[config.mk]
export PLATFORM = sky130hd
export DESIGN_NAME = alarm_table_next_alarm_flat
export DESIGN_NICKNAME = d
export VERILOG_FILES = /design/src/rtl/atna_pkg.sv /design/src/rtl/atna_if.sv /design/src/rtl/atna_ctrl.sv /design/src/rtl/atna_dp.sv /design/src/rtl/alarm_table_next_alarm.sv /design/src/flat_wrapper.sv
export SDC_FILE = /design/constraint.sdc
export NUM_CORES = 1
export LEC_CHECK = 0
export ABC_AREA = 1
export BUFFER_PORTS_ARGS = -buffer_cell sky130_fd_sc_hd__buf_2
export CELL_PAD_IN_SITES_DETAIL_PLACEMENT = 1
export CELL_PAD_IN_SITES_GLOBAL_PLACEMENT = 1
export CORE_ASPECT_RATIO = 0.75
export CORE_UTILIZATION = 40
export DETAILED_ROUTE_END_ITERATION = 8
export PLACE_DENSITY = 0.67
export SETUP_SLACK_MARGIN = 0.05
export SLEW_MARGIN = 20
export SYNTH_ARGS = -nofsm -noshare
export SYNTH_HDL_FRONTEND = slang
export SYNTH_SLANG_ARGS = --single-unit
[constraint.sdc]
create_clock -name clk -period 6.73 [get_ports clk]
set_clock_uncertainty 0.05 [all_clocks]
set_input_delay 0.673 -clock clk [delete_from_list [all_inputs] [get_ports clk]]
set_output_delay 0.673 -clock clk [all_outputs]
set_load 0.02 [all_outputs]
[src/rtl/atna_pkg.sv]
package atna_pkg;

  typedef enum logic [1:0] {
    MODE_SET    = 2'd0,
    MODE_NEXT   = 2'd1,
    MODE_CLEAR  = 2'd2,
    MODE_UNUSED = 2'd3
  } mode_t;

  localparam logic [1:0] SLOT_OFF      = 2'd0;
  localparam logic [1:0] SLOT_ON       = 2'd1;
  localparam logic [1:0] SLOT_DISABLED = 2'd2;

  localparam int HOUR_MAX    = 23;
  localparam int MINUTE_MAX  = 59;
  localparam int MIN_PER_DAY = 60 * 24;

  // Offsets of the second and third slot of a group from the slot before.
  localparam logic [5:0] STEP_FIRST  = 6'd3;
  localparam logic [5:0] STEP_SECOND = 6'd5;

  typedef enum logic [2:0] {
    ST_IDLE,
    ST_DISPATCH,
    ST_SET,
    ST_SCAN,
    ST_UPDATE,
    ST_MATCH,
    ST_FIX,
    ST_DONE
  } ctrl_state_t;

  typedef struct packed {
    logic load;
    logic clear;
    logic set_wr;
    logic set_first;
    logic scan_en;
    logic update;
    logic match_en;
    logic fix;
    logic out_load;
  } dp_cmd_t;

  typedef struct packed {
    mode_t mode;
    logic  bad;
  } dp_status_t;

endpackage

[src/rtl/atna_if.sv]
interface atna_in_if;
  logic       valid;
  logic       ready;
  logic [1:0] mode;
  logic [1:0] group;
  logic [1:0] status;
  logic [7:0] hour_bcd;
  logic [7:0] minute_bcd;
  logic [4:0] now_hour;
  logic [5:0] now_minute;
  logic       first_call;

  modport source (
    output valid, mode, group, status, hour_bcd, minute_bcd, now_hour, now_minute,
           first_call,
    input  ready
  );
  modport sink (
    input  valid, mode, group, status, hour_bcd, minute_bcd, now_hour, now_minute,
           first_call,
    output ready
  );
endinterface

interface atna_out_if;
  logic       valid;
  logic       ready;
  logic       error;
  logic [4:0] next_hour;
  logic [5:0] next_minute;
  logic [4:0] prev_hour;
  logic [5:0] prev_minute;
  logic       next_is_on;

  modport source (
    output valid, error, next_hour, next_minute, prev_hour, prev_minute, next_is_on,
    input  ready
  );
  modport sink (
    input  valid, error, next_hour, next_minute, prev_hour, prev_minute, next_is_on,
    output ready
  );
endinterface

[src/rtl/atna_ctrl.sv]
module atna_ctrl
  import atna_pkg::*;
#(
  parameter  int NUM_GROUPS = 3,
  localparam int NUM_SLOTS  = 3 * NUM_GROUPS,
  localparam int IDX_W      = $clog2(NUM_SLOTS)
) (
  input  logic             clk,
  input  logic             rst_n,
  input  logic             in_valid,
  output logic             in_ready,
  output logic             out_valid,
  input  logic             out_ready,
  input  dp_status_t       status,
  output dp_cmd_t          cmd,
  output logic [IDX_W-1:0] idx
);

  localparam logic [IDX_W-1:0] LAST_SLOT = IDX_W'(NUM_SLOTS - 1);
  localparam logic [IDX_W-1:0] LAST_STEP = IDX_W'(2);

  ctrl_state_t      state_r, state_nxt;
  logic [IDX_W-1:0] cnt_r, cnt_nxt;
  logic             out_valid_r, out_valid_nxt;

  always_ff @(posedge clk) begin
    if (!rst_n) begin
      state_r     <= ST_IDLE;
      cnt_r       <= '0;
      out_valid_r <= 1'b0;
    end else begin
      state_r     <= state_nxt;
      cnt_r       <= cnt_nxt;
      out_valid_r <= out_valid_nxt;
    end
  end

  always_comb begin
    state_nxt     = state_r;
    cnt_nxt       = cnt_r;
    cmd           = '0;
    in_ready      = 1'b0;
    out_valid_nxt = out_valid_r && !out_ready;

    unique case (state_r)
      ST_IDLE: begin
        in_ready = 1'b1;
        if (in_valid) begin
          cmd.load  = 1'b1;
          state_nxt = ST_DISPATCH;
        end
      end
      ST_DISPATCH: begin
        cnt_nxt = '0;
        unique case (status.mode)
          MODE_SET:   state_nxt = status.bad ? ST_DONE : ST_SET;
          MODE_NEXT:  state_nxt = ST_SCAN;
          MODE_CLEAR: begin
            cmd.clear = 1'b1;
            state_nxt = ST_DONE;
          end
          default:    state_nxt = ST_DONE;
        endcase
      end
      ST_SET: begin
        cmd.set_wr    = 1'b1;
        cmd.set_first = (cnt_r == '0);
        if (cnt_r == LAST_STEP) begin
          state_nxt = ST_DONE;
        end else begin
          cnt_nxt = cnt_r + 1'b1;
        end
      end
      ST_SCAN: begin
        cmd.scan_en = 1'b1;
        if (cnt_r == LAST_SLOT) begin
          cnt_nxt   = '0;
          state_nxt = ST_UPDATE;
        end else begin
          cnt_nxt = cnt_r + 1'b1;
        end
      end
      ST_UPDATE: begin
        cmd.update = 1'b1;
        state_nxt  = ST_MATCH;
      end
      ST_MATCH: begin
        cmd.match_en = 1'b1;
        if (cnt_r == LAST_SLOT) begin
          cnt_nxt   = '0;
          state_nxt = ST_FIX;
        end else begin
          cnt_nxt = cnt_r + 1'b1;
        end
      end
      ST_FIX: begin
        cmd.fix   = 1'b1;
        state_nxt = ST_DONE;
      end
      ST_DONE: begin
        // The result register is reloaded only once the previous result has gone.
        if (!out_valid_r || out_ready) begin
          cmd.out_load  = 1'b1;
          out_valid_nxt = 1'b1;
          state_nxt     = ST_IDLE;
        end
      end
      default: state_nxt = ST_IDLE;
    endcase
  end

  assign idx       = cnt_r;
  assign out_valid = out_valid_r;

  a_one_item: assert property (@(posedge clk) disable iff (!rst_n)
    (in_valid && in_ready) |=> !in_ready)
    else $error("second item taken while one is in progress");

  a_no_overwrite: assert property (@(posedge clk) disable iff (!rst_n)
    cmd.out_load |-> (!out_valid_r || out_ready))
    else $error("result register reloaded before its transfer");

  a_set_steps: assert property (@(posedge clk) disable iff (!rst_n)
    (state_r == ST_SET) |-> (cnt_r <= LAST_STEP))
    else $error("group write ran past its third slot");

endmodule

[src/rtl/atna_dp.sv]
module atna_dp
  import atna_pkg::*;
#(
  parameter  int NUM_GROUPS = 3,
  localparam int NUM_SLOTS  = 3 * NUM_GROUPS,
  localparam int IDX_W      = $clog2(NUM_SLOTS)
) (
  input  logic             clk,
  input  logic             rst_n,
  input  dp_cmd_t          cmd,
  input  logic [IDX_W-1:0] idx,
  output dp_status_t       status,
  input  logic [1:0]       in_mode,
  input  logic [1:0]       in_group,
  input  logic [1:0]       in_status,
  input  logic [7:0]       in_hour_bcd,
  input  logic [7:0]       in_minute_bcd,
  input  logic [4:0]       in_now_hour,
  input  logic [5:0]       in_now_minute,
  input  logic             in_first_call,
  output logic             out_error,
  output logic [4:0]       out_next_hour,
  output logic [5:0]       out_next_minute,
  output logic [4:0]       out_prev_hour,
  output logic [5:0]       out_prev_minute,
  output logic             out_next_is_on
);

  function automatic logic [7:0] bcd_value(input logic [7:0] b);
    return 8'({4'b0000, b[7:4]} * 8'd10) + {4'b0000, b[3:0]};
  endfunction

  // hour * 60 + minute, built from shifts.
  function automatic logic [10:0] day_minutes(input logic [4:0] h, input logic [5:0] m);
    return 11'({h, 6'b000000}) - 11'({h, 2'b00}) + 11'(m);
  endfunction

  // Slot table
  logic [1:0] slot_st_r [NUM_SLOTS];
  logic       touch_r   [NUM_SLOTS];
  logic [4:0] slot_h_r  [NUM_SLOTS];
  logic [5:0] slot_m_r  [NUM_SLOTS];

  // Item held while it is worked on
  mode_t            mode_r;
  logic [1:0]       stat_r;
  logic             bad_r;
  logic             first_r;
  logic [10:0]      now_r;
  logic [4:0]       wh_r, wh_nxt;
  logic [5:0]       wm_r, wm_nxt;
  logic [IDX_W-1:0] wptr_r;

  // Search
  logic        found_r, any_on_r;
  logic [11:0] best_r;
  logic [4:0]  best_h_r;
  logic [5:0]  best_m_r;

  // Alarm outcome
  logic [4:0] next_h_r, prev_h_r;
  logic [5:0] next_m_r, prev_m_r;
  logic       flag_r;

  logic [7:0]       conv_h, conv_m;
  logic             in_bad;
  logic [IDX_W-1:0] base;
  logic [6:0]       msum;
  logic [1:0]       rd_st;
  logic             rd_touch;
  logic [4:0]       rd_h;
  logic [5:0]       rd_m;
  logic [10:0]      t_today;
  logic [11:0]      t_late, cand;
  logic             early, late, cand_ok;

  assign conv_h = bcd_value(in_hour_bcd);
  assign conv_m = bcd_value(in_minute_bcd);
  assign in_bad = (int'(in_group) >= NUM_GROUPS) || (in_status > SLOT_DISABLED) ||
                  (conv_h > 8'(HOUR_MAX)) || (conv_m > 8'(MINUTE_MAX));
  assign base   = IDX_W'({2'b00, in_group} * 4'd3);

  // Advance the working time by three minutes after the first slot, five after the second.
  always_comb begin
    msum   = 7'(wm_r) + 7'(cmd.set_first ? STEP_FIRST : STEP_SECOND);
    wh_nxt = wh_r;
    wm_nxt = msum[5:0];
    if (msum > 7'(MINUTE_MAX)) begin
      wm_nxt = 6'(msum - 7'd60);
      wh_nxt = (wh_r == 5'(HOUR_MAX)) ? 5'd0 : wh_r + 5'd1;
    end
  end

  assign rd_st    = slot_st_r[idx];
  assign rd_touch = touch_r[idx];
  assign rd_h     = slot_h_r[idx];
  assign rd_m     = slot_m_r[idx];

  // Each slot offers its time today if that is still ahead, else its time tomorrow.
  assign t_today = day_minutes(rd_h, rd_m);
  assign t_late  = 12'(t_today) + 12'(MIN_PER_DAY);
  assign early   = now_r < t_today;
  assign late    = 12'(now_r) < t_late;
  assign cand    = early ? 12'(t_today) : t_late;
  assign cand_ok = rd_st[0] && rd_touch && (early || late);

  always_ff @(posedge clk) begin
    if (!rst_n) begin
      for (int i = 0; i < NUM_SLOTS; i++) begin
        slot_st_r[i] <= SLOT_DISABLED;
        touch_r[i]   <= 1'b1;
        slot_h_r[i]  <= '0;
        slot_m_r[i]  <= '0;
      end
    end else if (cmd.clear) begin
      for (int i = 0; i < NUM_SLOTS; i++) begin
        slot_st_r[i] <= SLOT_OFF;
        touch_r[i]   <= 1'b0;
        slot_h_r[i]  <= '0;
        slot_m_r[i]  <= '0;
      end
    end else if (cmd.set_wr) begin
      slot_st_r[wptr_r] <= stat_r;
      touch_r[wptr_r]   <= (stat_r == SLOT_ON) && cmd.set_first;
      if (stat_r == SLOT_ON) begin
        slot_h_r[wptr_r] <= wh_r;
        slot_m_r[wptr_r] <= wm_r;
      end
    end
  end

  always_ff @(posedge clk) begin
    if (cmd.load) begin
      mode_r  <= mode_t'(in_mode);
      stat_r  <= in_status;
      bad_r   <= in_bad;
      first_r <= in_first_call;
      now_r   <= day_minutes(in_now_hour, in_now_minute);
      wh_r    <= conv_h[4:0];
      wm_r    <= conv_m[5:0];
      wptr_r  <= base;
    end else if (cmd.set_wr) begin
      wh_r   <= wh_nxt;
      wm_r   <= wm_nxt;
      wptr_r <= wptr_r + 1'b1;
    end
  end

  always_ff @(posedge clk) begin
    if (!rst_n) begin
      found_r  <= 1'b0;
      any_on_r <= 1'b0;
    end else if (cmd.load) begin
      found_r  <= 1'b0;
      any_on_r <= 1'b0;
    end else if (cmd.scan_en) begin
      any_on_r <= any_on_r || rd_st[0];
      if (cand_ok && (!found_r || cand < best_r)) begin
        found_r <= 1'b1;
      end
    end
  end

  always_ff @(posedge clk) begin
    if (cmd.scan_en && cand_ok && (!found_r || cand < best_r)) begin
      best_r   <= cand;
      best_h_r <= rd_h;
      best_m_r <= rd_m;
    end
  end

  always_ff @(posedge clk) begin
    if (!rst_n || cmd.clear) begin
      next_h_r <= '0;
      next_m_r <= '0;
      prev_h_r <= '0;
      prev_m_r <= '0;
      flag_r   <= 1'b0;
    end else if (cmd.update) begin
      if (any_on_r && found_r) begin
        prev_h_r <= first_r ? best_h_r : next_h_r;
        prev_m_r <= first_r ? best_m_r : next_m_r;
        next_h_r <= best_h_r;
        next_m_r <= best_m_r;
      end
    end else if (cmd.match_en) begin
      // Later slots override earlier ones, so the highest matching slot wins.
      if (rd_h == next_h_r && rd_m == next_m_r) begin
        flag_r <= rd_st[0];
      end
    end else if (cmd.fix) begin
      if (!flag_r) begin
        next_h_r <= '0;
        next_m_r <= '0;
      end
    end
  end

  always_ff @(posedge clk) begin
    if (cmd.out_load) begin
      out_error       <= (mode_r == MODE_UNUSED) || ((mode_r == MODE_SET) && bad_r);
      out_next_hour   <= next_h_r;
      out_next_minute <= next_m_r;
      out_prev_hour   <= prev_h_r;
      out_prev_minute <= prev_m_r;
      out_next_is_on  <= flag_r;
    end
  end

  assign status.mode = mode_r;
  assign status.bad  = bad_r;

  a_slot_range: assert property (@(posedge clk) disable iff (!rst_n)
    (cmd.scan_en || cmd.match_en) |-> (rd_h <= 5'(HOUR_MAX) && rd_m <= 6'(MINUTE_MAX)))
    else $error("stored alarm time out of range");

  a_next_range: assert property (@(posedge clk) disable iff (!rst_n)
    (next_h_r <= 5'(HOUR_MAX) && next_m_r <= 6'(MINUTE_MAX)))
    else $error("next alarm out of range");

  a_fix_zero: assert property (@(posedge clk) disable iff (!rst_n)
    (cmd.fix && !flag_r) |=> (next_h_r == '0 && next_m_r == '0))
    else $error("next alarm kept although its slot is not on");

endmodule

[src/rtl/alarm_table_next_alarm.sv]
// A set-group item passes dispatch and then writes the slots of its group one after another;
// clear all and rejected items go from dispatch straight to done; a next-alarm search makes
// two one-slot-per-cycle passes over the slot table, scan and match, with an update step
// between them and a fix step after. One item at a time: the next item can transfer in the
// cycle its result turns valid. An item waits in done while the previous result is held.
// Reset (synchronous, rst_n low): every slot disabled with touch allowed, times zero.
module alarm_table_next_alarm
  import atna_pkg::*;
#(
  parameter int NUM_GROUPS = 3
) (
  input logic        clk,
  input logic        rst_n,
  atna_in_if.sink    in_ch,
  atna_out_if.source out_ch
);

  localparam int IDX_W = $clog2(3 * NUM_GROUPS);

  dp_cmd_t          cmd;
  dp_status_t       status;
  logic [IDX_W-1:0] idx;

  atna_ctrl #(
    .NUM_GROUPS (NUM_GROUPS)
  ) u_ctrl (
    .clk       (clk),
    .rst_n     (rst_n),
    .in_valid  (in_ch.valid),
    .in_ready  (in_ch.ready),
    .out_valid (out_ch.valid),
    .out_ready (out_ch.ready),
    .status    (status),
    .cmd       (cmd),
    .idx       (idx)
  );

  atna_dp #(
    .NUM_GROUPS (NUM_GROUPS)
  ) u_dp (
    .clk             (clk),
    .rst_n           (rst_n),
    .cmd             (cmd),
    .idx             (idx),
    .status          (status),
    .in_mode         (in_ch.mode),
    .in_group        (in_ch.group),
    .in_status       (in_ch.status),
    .in_hour_bcd     (in_ch.hour_bcd),
    .in_minute_bcd   (in_ch.minute_bcd),
    .in_now_hour     (in_ch.now_hour),
    .in_now_minute   (in_ch.now_minute),
    .in_first_call   (in_ch.first_call),
    .out_error       (out_ch.error),
    .out_next_hour   (out_ch.next_hour),
    .out_next_minute (out_ch.next_minute),
    .out_prev_hour   (out_ch.prev_hour),
    .out_prev_minute (out_ch.prev_minute),
    .out_next_is_on  (out_ch.next_is_on)
  );

endmodule
[src/flat_wrapper.sv]
// flat-port wrapper written by rule: the top's interface ports become plain ports
module alarm_table_next_alarm_flat import atna_pkg::*;
#(
  parameter int NUM_GROUPS = 3
)
  (clk, rst_n, in_ch_valid, in_ch_mode, in_ch_group, in_ch_status, in_ch_hour_bcd, in_ch_minute_bcd, in_ch_now_hour, in_ch_now_minute, in_ch_first_call, in_ch_ready, out_ch_valid, out_ch_error, out_ch_next_hour, out_ch_next_minute, out_ch_prev_hour, out_ch_prev_minute, out_ch_next_is_on, out_ch_ready);
  atna_in_if in_ch_i ();
  atna_out_if out_ch_i ();
  input logic clk;
  input logic rst_n;
  input wire logic [$bits(in_ch_i.valid)-1:0] in_ch_valid;
  input wire logic [$bits(in_ch_i.mode)-1:0] in_ch_mode;
  input wire logic [$bits(in_ch_i.group)-1:0] in_ch_group;
  input wire logic [$bits(in_ch_i.status)-1:0] in_ch_status;
  input wire logic [$bits(in_ch_i.hour_bcd)-1:0] in_ch_hour_bcd;
  input wire logic [$bits(in_ch_i.minute_bcd)-1:0] in_ch_minute_bcd;
  input wire logic [$bits(in_ch_i.now_hour)-1:0] in_ch_now_hour;
  input wire logic [$bits(in_ch_i.now_minute)-1:0] in_ch_now_minute;
  input wire logic [$bits(in_ch_i.first_call)-1:0] in_ch_first_call;
  output wire logic [$bits(in_ch_i.ready)-1:0] in_ch_ready;
  output wire logic [$bits(out_ch_i.valid)-1:0] out_ch_valid;
  output wire logic [$bits(out_ch_i.error)-1:0] out_ch_error;
  output wire logic [$bits(out_ch_i.next_hour)-1:0] out_ch_next_hour;
  output wire logic [$bits(out_ch_i.next_minute)-1:0] out_ch_next_minute;
  output wire logic [$bits(out_ch_i.prev_hour)-1:0] out_ch_prev_hour;
  output wire logic [$bits(out_ch_i.prev_minute)-1:0] out_ch_prev_minute;
  output wire logic [$bits(out_ch_i.next_is_on)-1:0] out_ch_next_is_on;
  input wire logic [$bits(out_ch_i.ready)-1:0] out_ch_ready;
  assign in_ch_i.valid = in_ch_valid;
  assign in_ch_i.mode = in_ch_mode;
  assign in_ch_i.group = in_ch_group;
  assign in_ch_i.status = in_ch_status;
  assign in_ch_i.hour_bcd = in_ch_hour_bcd;
  assign in_ch_i.minute_bcd = in_ch_minute_bcd;
  assign in_ch_i.now_hour = in_ch_now_hour;
  assign in_ch_i.now_minute = in_ch_now_minute;
  assign in_ch_i.first_call = in_ch_first_call;
  assign in_ch_ready = in_ch_i.ready;
  assign out_ch_valid = out_ch_i.valid;
  assign out_ch_error = out_ch_i.error;
  assign out_ch_next_hour = out_ch_i.next_hour;
  assign out_ch_next_minute = out_ch_i.next_minute;
  assign out_ch_prev_hour = out_ch_i.prev_hour;
  assign out_ch_prev_minute = out_ch_i.prev_minute;
  assign out_ch_next_is_on = out_ch_i.next_is_on;
  assign out_ch_i.ready = out_ch_ready;
  alarm_table_next_alarm #(.NUM_GROUPS(NUM_GROUPS)) u_core (.clk(clk), .rst_n(rst_n), .in_ch(in_ch_i), .out_ch(out_ch_i));
endmodule
==> flow_metrics.env <==
export IMPL_outcome="finished clean"
export IMPL_critPathSlowestCell="dfxtp_1"
export IMPL_cts_resized=0
export IMPL_cts_buffers_inserted=35
export IMPL_ys_ff_latch=322
export IMPL_tightest_slew_ps=1060
export IMPL_ctsLongestPathBuffers=3
export IMPL_syn_avg_cell_area_um2=9.97
export IMPL_hold_path_class="input pin to flop"
export IMPL_worst_path_buf_inv=8
export IMPL_finalMaxSlewViolations=0
export IMPL_grt_pass1_wl_mm=69.2
export IMPL_min_period_over_period_pct=90.6
export IMPL_crit_top_cell="nand2_1"
export IMPL_cap_violations=0
export IMPL_die_h_um=173
export IMPL_wirelength_mm=44.8
export IMPL_drc_errors=0
export IMPL_syn_nets=1681
export IMPL_htreeDepth=2
export IMPL_critPathMaxFanout=21
export IMPL_dpl_hpwl_mm=32.1
export IMPL_port_buffers=63
export IMPL_nets=1739
export IMPL_dr_pass1_iters=5
export IMPL_worst_ir_drop_vdd_mv=0.338
export IMPL_overflow=0
export IMPL_layout_common_cells="285 x edfxtp_1, 284 x nor2_1, 249 x nand2_1"
export IMPL_cellLeakagePower_uw=0.00699
export IMPL_yosys_warnings=0
export IMPL_startpoint_type="flop"
export IMPL_crit_required_ps=6870
export IMPL_layout_min_cycle_time_ps=6100
export IMPL_crit_family="simple AND/OR/NAND/NOR gates"
export IMPL_fillCellCount=4361
export IMPL_netlist_area_um2=15700
export IMPL_p_total_uw=8780
export IMPL_fin_tns_setup_ps=0
export IMPL_start_util_pct=40.8
export IMPL_diodes=0
export IMPL_cts_tree="built"
export IMPL_die_x_um=231
export IMPL_critical_path_class="flop to flop"
export IMPL_syn2layout_area_growth_pct=12.0
export IMPL_max_stage_delay_ps=390
export IMPL_synth_cell_types=50
export IMPL_vias=11600
export IMPL_clock_sink_count=322
export IMPL_gp_congestion=0.820
export IMPL_clk_pin_slew_ps=60
export IMPL_root_buffer="clkbuf_16"
export IMPL_antenna_found_initial=1
export IMPL_via_per_inst=5.33
export IMPL_grt_max_degree=63
export IMPL_seq_area_frac_synth_pct=59.3
export IMPL_ant_nets=0
export IMPL_grt_usage_pct=22.6
export IMPL_drive_above_1_share_pct=10.1
export IMPL_slew_limit_headroom_pct=28.7
export IMPL_max_freq_ghz=0.164
export IMPL_hold_viol_final=0
export IMPL_holdWs_ps=294
export IMPL_layout_cells_most_common="edfxtp_1"
export IMPL_cp_arrival_ps=6240
export IMPL_async_flop_share_pct=0
export IMPL_synth_flop_cell="edfxtp_1"
export IMPL_final_area_um2=17600
export IMPL_design_core_area_um2=38500
export IMPL_postCtsHoldBufs=0
export IMPL_crit_path_end_kind="flop"
export IMPL_rows=62
export IMPL_post_cts_repair_setup_buffers=0
export IMPL_syn_inst=1573
export IMPL_ios=64
export IMPL_synth_edf_count=285
export IMPL_place_area_um2=16500
export IMPL_drt_iter0_drc=850
export IMPL_grt_pass1_vias=12000
export IMPL_powerDensity_nw_per_um2=500
export IMPL_grt_setup_unrepaired="no"
export IMPL_wire_per_inst_um=20.7
export IMPL_dieArea_um2=40000
export IMPL_insertion_delay_ps=530
export IMPL_finalSetupViolCount=0
per-layer routing:
metal,up-vias,GRT usage [%],wire [um]
met3,49,3.08,2020
met1,5819,34.5,22600
met5,-,0,0
met4,0,4.66,722
li1,5447,-,-
met2,249,34.1,19400
worst reg2reg max path, delay by kind of cell, from the launching register on:
| kind | cells | cell delay, ps |
|---|---|---|
| flops | 1 | 390 |
| simple gates | 15 | 1540 |
| xor+xnor | 1 | 260 |
| compound gates | 7 | 1150 |
| buf+inv | 8 | 1420 |
| fa+ha+maj | 3 | 990 |
power by group:
part | internal (uW) | leakage [uW] | switching (uW)
Clock | 1050 | 0.000526 | 786
Sequential | 2560 | 0.00301 | 215
Combinational | 1350 | 0.00345 | 2810
Total | 4970 | 0.00699 | 3810
cells by family (layout without fill, tap and decap cells):
kind of cell | after synthesis | after routing | share of synthesized area [%]
mux | 1 | 1 | 0.0638
flops | 322 | 322 | 59.3
fa+ha+maj | 70 | 70 | 5.82
compound gates | 257 | 257 | 9.51
buf+inv | 244 | 328 | 6.68
simple gates | 645 | 645 | 16.7
xor+xnor | 34 | 34 | 1.90
stage by stage:
| step | cells | utilization (%) | setup slack, ps |
|---|---|---|---|
| CTS | 2169 | 45.6 | 512 |
| global route | 2169 | 45.7 | 125 |
| floorplan | 1573 | - | 1250 |
| finish | 2169 | 45.7 | 632 |
| global placement | 2106 | 42.8 | 819 |
| detailed placement | 2106 | 42.8 | 520 |
registers in the layout (all words and copies together) (netlist names), 6 cells and up, named ones only:
signal and flops:
u_core.u_dp.touch_r 16, u_core.u_dp.slot_st_r 16, u_core.u_dp.slot_m_r 96, u_core.u_dp.slot_h_r 80, u_core.u_dp.out_prev_minute 6, u_core.u_dp.wm_r 6
u_core.u_dp.next_m_r 6, u_core.u_dp.now_r 11, u_core.u_dp.prev_m_r 6, u_core.u_dp.best_r 12, u_core.u_dp.out_next_minute 6
final timing paths:
check | from | endpoint | slack (ps) | cells past startpoint
worst max-delay path | flop | u_core.u_dp.best_h_r[0]$_DFFE_PP_ | 630 | 34
worst min-delay path | in_ch_mode[0] | u_core.u_dp.mode_r[0]$_DFFE_PP_ | 290 | 1
worst max register to register | flop | u_core.u_dp.best_h_r[0]$_DFFE_PP_ | 630 | 34
worst min register to register | u_core.u_dp.prev_m_r[2]$_SDFFE_PP0P_ | u_core.u_dp.out_prev_minute[2]$_DFFE_PP_ | 370 | 0
area by class of cell:
class | instances | area, um2 | area share (%)
Tap cell | 512 | 641 | 3.65
Multi-Input combinational cell | 1007 | 5350 | 30.5
Inverter | 176 | 671 | 3.82
Timing Repair Buffer | 89 | 531 | 3.02
Clock inverter | 8 | 36.3 | 0.207
Clock buffer | 55 | 1030 | 5.88
Sequential cell | 322 | 9300 | 53.0
cell usage after synthesis (14+ instances only):
cell      number  area (um2)
nor3_1        16        80.1
xor2_1        27         236
nand2_1      249         935
inv_1        165         619
nand3_1       65         325
nor2_1       287        1080
ha_1          65         813
clkbuf_1      37         139
o221ai_1      22         193
edfxtp_1     285        8560
o211ai_1      14         105
dfxtp_1       37         741
o21ai_1       19        95.1
o21ai_0      103         515
a21oi_1       65         325
Power figures use the tool's default switching activity.
